--- src/lzd_pkg.sv ---
`timescale 1ns / 1ps
`default_nettype none

package lzd_pkg;

    localparam int LANES  = 4;
    localparam int LANE_W = $clog2(LANES);

    typedef enum logic [2:0] {
        PH_FLAG,
        PH_LIT,
        PH_OFF_HI,
        PH_OFF_LO,
        PH_LEN
    } t_phase;

    typedef enum logic [1:0] {
        CMD_NONE,
        CMD_LIT,
        CMD_COPY,
        CMD_ERR
    } t_cmd_kind;

    typedef enum logic [1:0] {
        ERR_OK        = 2'd0,
        ERR_OFF_ZERO  = 2'd1,
        ERR_OFF_RANGE = 2'd2
    } t_err;

    typedef enum logic {
        ST_IDLE,
        ST_COPY
    } t_state;

    // literal byte or match length in data, match distance in offset
    typedef struct packed {
        t_cmd_kind   kind;
        logic [7:0]  data;
        logic [15:0] offset;
        t_err        err;
    } t_cmd;

endpackage

`default_nettype wire

--- src/lzd_parser.sv ---
`timescale 1ns / 1ps
`default_nettype none

module lzd_parser #(
    parameter int HW = 17
) (
    input  wire logic          i_clk,
    input  wire logic          i_rst_n,
    input  wire logic          i_beat,
    input  wire logic [7:0]    i_byte,
    input  wire logic          i_start,
    input  wire logic [HW-1:0] i_held,
    output lzd_pkg::t_cmd      o_cmd
);
    import lzd_pkg::*;

    t_phase      r_phase, n_phase, phase_eff;
    logic [15:0] r_off, n_off;
    logic [16:0] held_eff;
    t_cmd        cmd;

    always_comb begin
        phase_eff  = i_start ? PH_FLAG : r_phase;
        held_eff   = i_start ? 17'd0 : 17'(i_held);
        n_phase    = r_phase;
        n_off      = r_off;
        cmd.kind   = CMD_NONE;
        cmd.data   = i_byte;
        cmd.offset = r_off;
        cmd.err    = ERR_OK;
        case (phase_eff)
            PH_FLAG: begin
                n_phase = (i_byte == 8'd0) ? PH_OFF_HI : PH_LIT;
            end
            PH_LIT: begin
                cmd.kind = CMD_LIT;
                n_phase  = PH_FLAG;
            end
            PH_OFF_HI: begin
                n_off   = {i_byte, 8'h00};
                n_phase = PH_OFF_LO;
            end
            PH_OFF_LO: begin
                n_off   = {r_off[15:8], i_byte};
                n_phase = PH_LEN;
            end
            PH_LEN: begin
                n_phase = PH_FLAG;
                if (i_byte == 8'd0) begin
                    cmd.kind = CMD_NONE;
                end else if (r_off == 16'd0) begin
                    cmd.kind = CMD_ERR;
                    cmd.err  = ERR_OFF_ZERO;
                end else if ({1'b0, r_off} > held_eff) begin
                    cmd.kind = CMD_ERR;
                    cmd.err  = ERR_OFF_RANGE;
                end else begin
                    cmd.kind = CMD_COPY;
                end
            end
            default: begin
                n_phase = PH_FLAG;
            end
        endcase
    end

    always_ff @(posedge i_clk) begin
        if (!i_rst_n) begin
            r_phase <= PH_FLAG;
            r_off   <= 16'd0;
        end else if (i_beat) begin
            r_phase <= n_phase;
            r_off   <= n_off;
        end
    end

    assign o_cmd = cmd;

endmodule

`default_nettype wire

--- config.mk ---
export PLATFORM = sky130hd
export DESIGN_NAME = lzd_parser
export DESIGN_NICKNAME = d
export VERILOG_FILES = /design/src/lzd_pkg.sv /design/src/lzd_parser.sv
export SDC_FILE = /design/constraint.sdc
export NUM_CORES = 1
export LEC_CHECK = 0
export BUFFER_PORTS_ARGS = -buffer_cell sky130_fd_sc_hd__clkbuf_2
export CORE_ASPECT_RATIO = 0.6
export CORE_MARGIN = 10
export CORE_UTILIZATION = 48
export DETAILED_ROUTE_END_ITERATION = 10
export MAX_ROUTING_LAYER = met4
export PLACE_DENSITY_LB_ADDON = 0.2
export SLEW_MARGIN = 10
export SYNTH_ARGS = -nofsm -noshare
export SYNTH_HDL_FRONTEND = slang
export SYNTH_SLANG_ARGS = --single-unit
--- constraint.sdc ---
create_clock -name i_clk -period 2.95 [get_ports i_clk]
set_input_delay 0.1475 -clock i_clk [delete_from_list [all_inputs] [get_ports i_clk]]
set_output_delay 0.1475 -clock i_clk [all_outputs]
set_load 0.005 [all_outputs]
=== Word-level counts from Yosys, hierarchy flattened ===
Cells that the tools add are included.

* Register bits: 19
* Bits in latches: 0
* Bits in writable memories: 0
* ROM bits: 0
* Input bits: 29
* Output and inout port bits: 28
* Memories kept: 0

* Add/sub/neg operators: 0
* Multiply operators: 0
* Divide/modulo/power cells: 0
* Order comparisons: 1
* Equality and inequality tests: 4
* Shift-type cells: 0
* Mux-type cells: 13
* Bitwise operators: 1
* Reduce and logical (&&, ||, !) cells: 6

{| class="wikitable"
|+ Operators by type and width
! kind !! count
|-
| 16-bit one-hot mux with 2 select lines || 1
|-
| 16-bit by 17-bit > comparator with 1-bit output || 1
|-
| 17-bit 2-to-1 mux || 1
|-
| 16-bit logical NOT || 1
|-
| 2-bit 2-to-1 mux || 6
|-
| 3-bit one-hot mux with 3 select lines || 1
|-
| 8-bit logical NOT || 1
|-
| 3-bit by 2-bit equality test with 1-bit output, second input constant || 2
|-
| 2-bit one-hot mux with 2 select lines || 1
|-
| 3-bit by 1-bit equality test with 1-bit output, second input constant || 1
|-
| 3-bit equality test, second input constant || 1
|-
| 3-bit logical NOT || 1
|-
| 3-bit 2-to-1 mux || 1
|-
| 3-bit AND reduction || 1
|-
| 1-bit 2-to-1 mux || 2
|-
| 2-bit AND reduction || 1
|-
| 2-bit nonzero test || 1
|-
| 1-bit NOT || 1
|}

=== Logic depth before layout (Yosys ltp) ===
* Depth in word-level cells: 6
* Depth in mapped cells: 8
* Gate-level depth less buffers: 7

=== Worst setup path before layout ===
Ideal clock, no wire load.

* Kind: in2out
* From: in i_start
* To: out o_cmd[26] (netlist name)
* Data arrival time: 2104 ps
* Required time: 2803 ps
* Path slack: 699 ps
* Stages: 8
* Path through: clkbuf_1 nand2b_1 ha_1 nand3_1 or4b_4 o41ai_2 o22ai_1 or3_1

{| class="wikitable"
|+ RTL lines
! item !! line !! source
|-
| start: declaration || lzd_parser.sv:11 || <nowiki>input wire logic i_start,</nowiki>
|-
| end: declaration || lzd_parser.sv:13 || <nowiki>output lzd_pkg::t_cmd o_cmd</nowiki>
|}

==> results.cfg <==
[route]
vias_per_cell = 5.442
dr_wl_met3_um = 256
num_vias = 1442
drc_errors = 0
dr.pass1.iters = 4
ant_nets = 0
drt_iter0_markers = 56
top_layer_used = met4
wl_mm = 4.170
wl_met1_mm = 1.963
wl_met2_mm = 1.905
wl_per_cell_um = 15.74

[timing]
setup_violations = 0
slew_headroom = 0.4685
timing.final.ws_setup_ps = 310.7
setup-tns-final_ps = 0
finalHoldViolations = 0
tightest_slew_ps = 795.2
rsz0062_at_grt = no
fin_skew_ps = 1.122
max_freq_ghz = 0.3789
drv_slew = 0
finalCriticalPeriod_ps = 2639
fin_crit_sh = 0.8947

[logic_synthesis]
synth_xor_xnor_area_share = 0
yosys.area.top_type_share = 0.2717
synth_adder_area_share = 0.1430
synth_compound_area_frac = 0.2172
muxShareOfSynthArea = 0
avgSynthCellArea_sq_um = 7.955
synth_edf_count = 0
ys_seq_elements = 19
synth_area_leaders = dfxtp_1, ha_1, nand2b_1
yosys.area_share.simple = 0.2904
yosysWarnings = 0
syn_nets = 221
ys_types = 32
syn_area_sq_mm = 0.001400
synth.largest_area_cell = dfxtp_1
synth_top_family_by_area = simple AND/OR/NAND/NOR gates
synthArstFlopShare = 0
synth_ff_type = dfxtp_1
ys_seq_area_frac = 0.2717
syn_inst = 176

[final_layout]
area_growth_syn_to_layout_pct = 21.89
layout_commonest_cell = clkbuf_2
layout_common_cells = clkbuf_2, nand2_1, dfxtp_1
drive_gt1_frac = 0.2960
diodes = 0
finalNetCount = 269
fillCellCount = 264

[critical_path]
crit_path_start_kind = flop
required_ps = 2800
cp_num_cells = 7
r2r-start = r_phase[1]
critical_path.endpoint_type = output port
arrival_ps = 2490
cp_cell_sequence = ha_1 -> nand3_1 -> or4b_4 -> o41ai_2 -> o22ai_1 -> or3_1 -> clkbuf_2
r2r_slack_ps = 990
crit_type = flop to output port
path_buf_inv = 1
slowest_stage = or4b_4
r2r_cells = 6
slowest_delay_ps = 540
crit_path_max_fanout = 4
crit_family = simple AND/OR/NAND/NOR gates
r2r-end = r_off[14]

[floorplan]
fp.dieH_um = 61.84
row_count = 15
core_area_sq_mm = 0.002834
ios = 57
floorplan.initialDensity = 0.4940
die-area_sq_mm = 0.005548
die_w_um = 89.73

[pwr]
ir_drop_mv = 0.4246
pwr-share-seq = 0.506
sw_frac_of_total = 0.2470
power_switching_mw = 0.1287
combPwrFrac = 0.154
power_density_mw_per_mm2 = 305.3
power.clock.fraction = 0.340
leakage_nw = 0.7856
intPower_mw = 0.3923

[worst_hold_path]
hold_path_depth = 3
hold_path.class = input port to flop
min_from = i_byte[3]
min_to = r_off[11]

[place]
dp_hpwl_mm = 3.477
port_buffers = 56
gp_congestion = 0.8789
pre_cts_slack_ps = 427.7

[clock_network]
post_cts_buffers = 0
clock-sinks = 19
clockBufferDepth = 2
clkTransAtPathRegs_ps = 70
root_buffer = clkbuf_8
numCtsBuffers = 3
clk_latency_ps = 250
cts-resized-gates = 0
htreeDepth = 1
cts_tree = built
cts_hold_buf = 0

[global_routing]
grt_overflow = 0
grt_pass1_wl_mm = 6.865
antenna_found_initial = 0
grt_use_total = 0.1552
grt_pass1_vias = 1502
grt_max_degree = 23

[run_status]
status = finished, final reports clean

[run]
maxCapViolations = 0
cells in the mapped netlist (2+ instances only):
library cell / count
dfxtp_1: 19
nand2_1: 19
a21oi_1: 17
ha_1: 16
nand2b_1: 15
o21ai_0: 13
nand3_1: 9
buf_4: 8
clkbuf_1: 7
a21boi_1: 6
inv_1: 6
nor2_1: 5
nor4_1: 4
o21ai_1: 4
nand4_1: 3
nor2b_1: 3
a211oi_1: 2
a21o_1: 2
nor3_1: 2
nor4b_1: 2
or3_1: 2
or4_1: 2
cells by family (layout without fill, tap and decap cells):
kind of cell | after synthesis | count (layout)
AND/OR/NAND/NOR | 72 | 72
adder cells (fa/ha/maj) | 16 | 16
flip-flops | 19 | 19
AO/OA/AOI/OAI | 48 | 48
buffers and inverters | 21 | 68
registers in the layout (all words and copies together) (netlist names):
name,count
r_off,16
r_phase,3
routing by layer:
metal / GRT usage / vias to the layer above
met5: - / -
met4: 0.03661 / 0
met3: 0.04317 / 6
met2: 0.2510 / 44
met1: 0.1910 / 669
li1: - / 723
through the flow:
step	hold slack (ps)	util	std cells	instance area [sq um]	total power, mW
global placement	413.8	0.5863	261	1662	0.3456
finish	158.1	0.6022	265	1707	0.5210
detailed placement	425.1	0.5863	261	1662	0.3492
CTS	153.4	0.6022	265	1707	0.5259
global route	169.7	0.6022	265	1707	0.5461
floorplan	236.9	-	176	1400	0.3162
power by group through the flow:
stage	sequential (mW)	combinational (mW)	clock, mW
2_1_floorplan	0.264	0.0520	0
5_1_grt	0.264	0.0904	0.192
3_5_place_dp	0.269	0.0800	0
6_report	0.264	0.0803	0.177
4_1_cts	0.263	0.0805	0.182
3_3_place_gp	0.269	0.0767	0
layout make-up:
class	count	area (sq um)	share of cell area
inverter	6	22.52	0.01320
multi-input combinational	136	910.9	0.5337
tap	42	52.55	0.03079
timing repair buffer	58	295.3	0.1730
clock buffer	4	45.04	0.02639
sequential	19	380.4	0.2229
how the worst max path moves through the flow:
stage | end | start | slack (ps)
after floorplan | o_cmd[26] | i_start | 700
after global placement | o_cmd[26] | i_start | 490
after detailed placement | o_cmd[26] | i_start | 430
after CTS | o_cmd[26] | r_off[14] | 290
after global routing | o_cmd[26] | r_off[14] | 190
final | o_cmd[26] | r_off[15] | 310
worst min-delay path: stages:
cell	delay, ps
clkbuf_2	110
nand2_1	60
a21oi_1	50
Power figures use the tool's default switching activity.
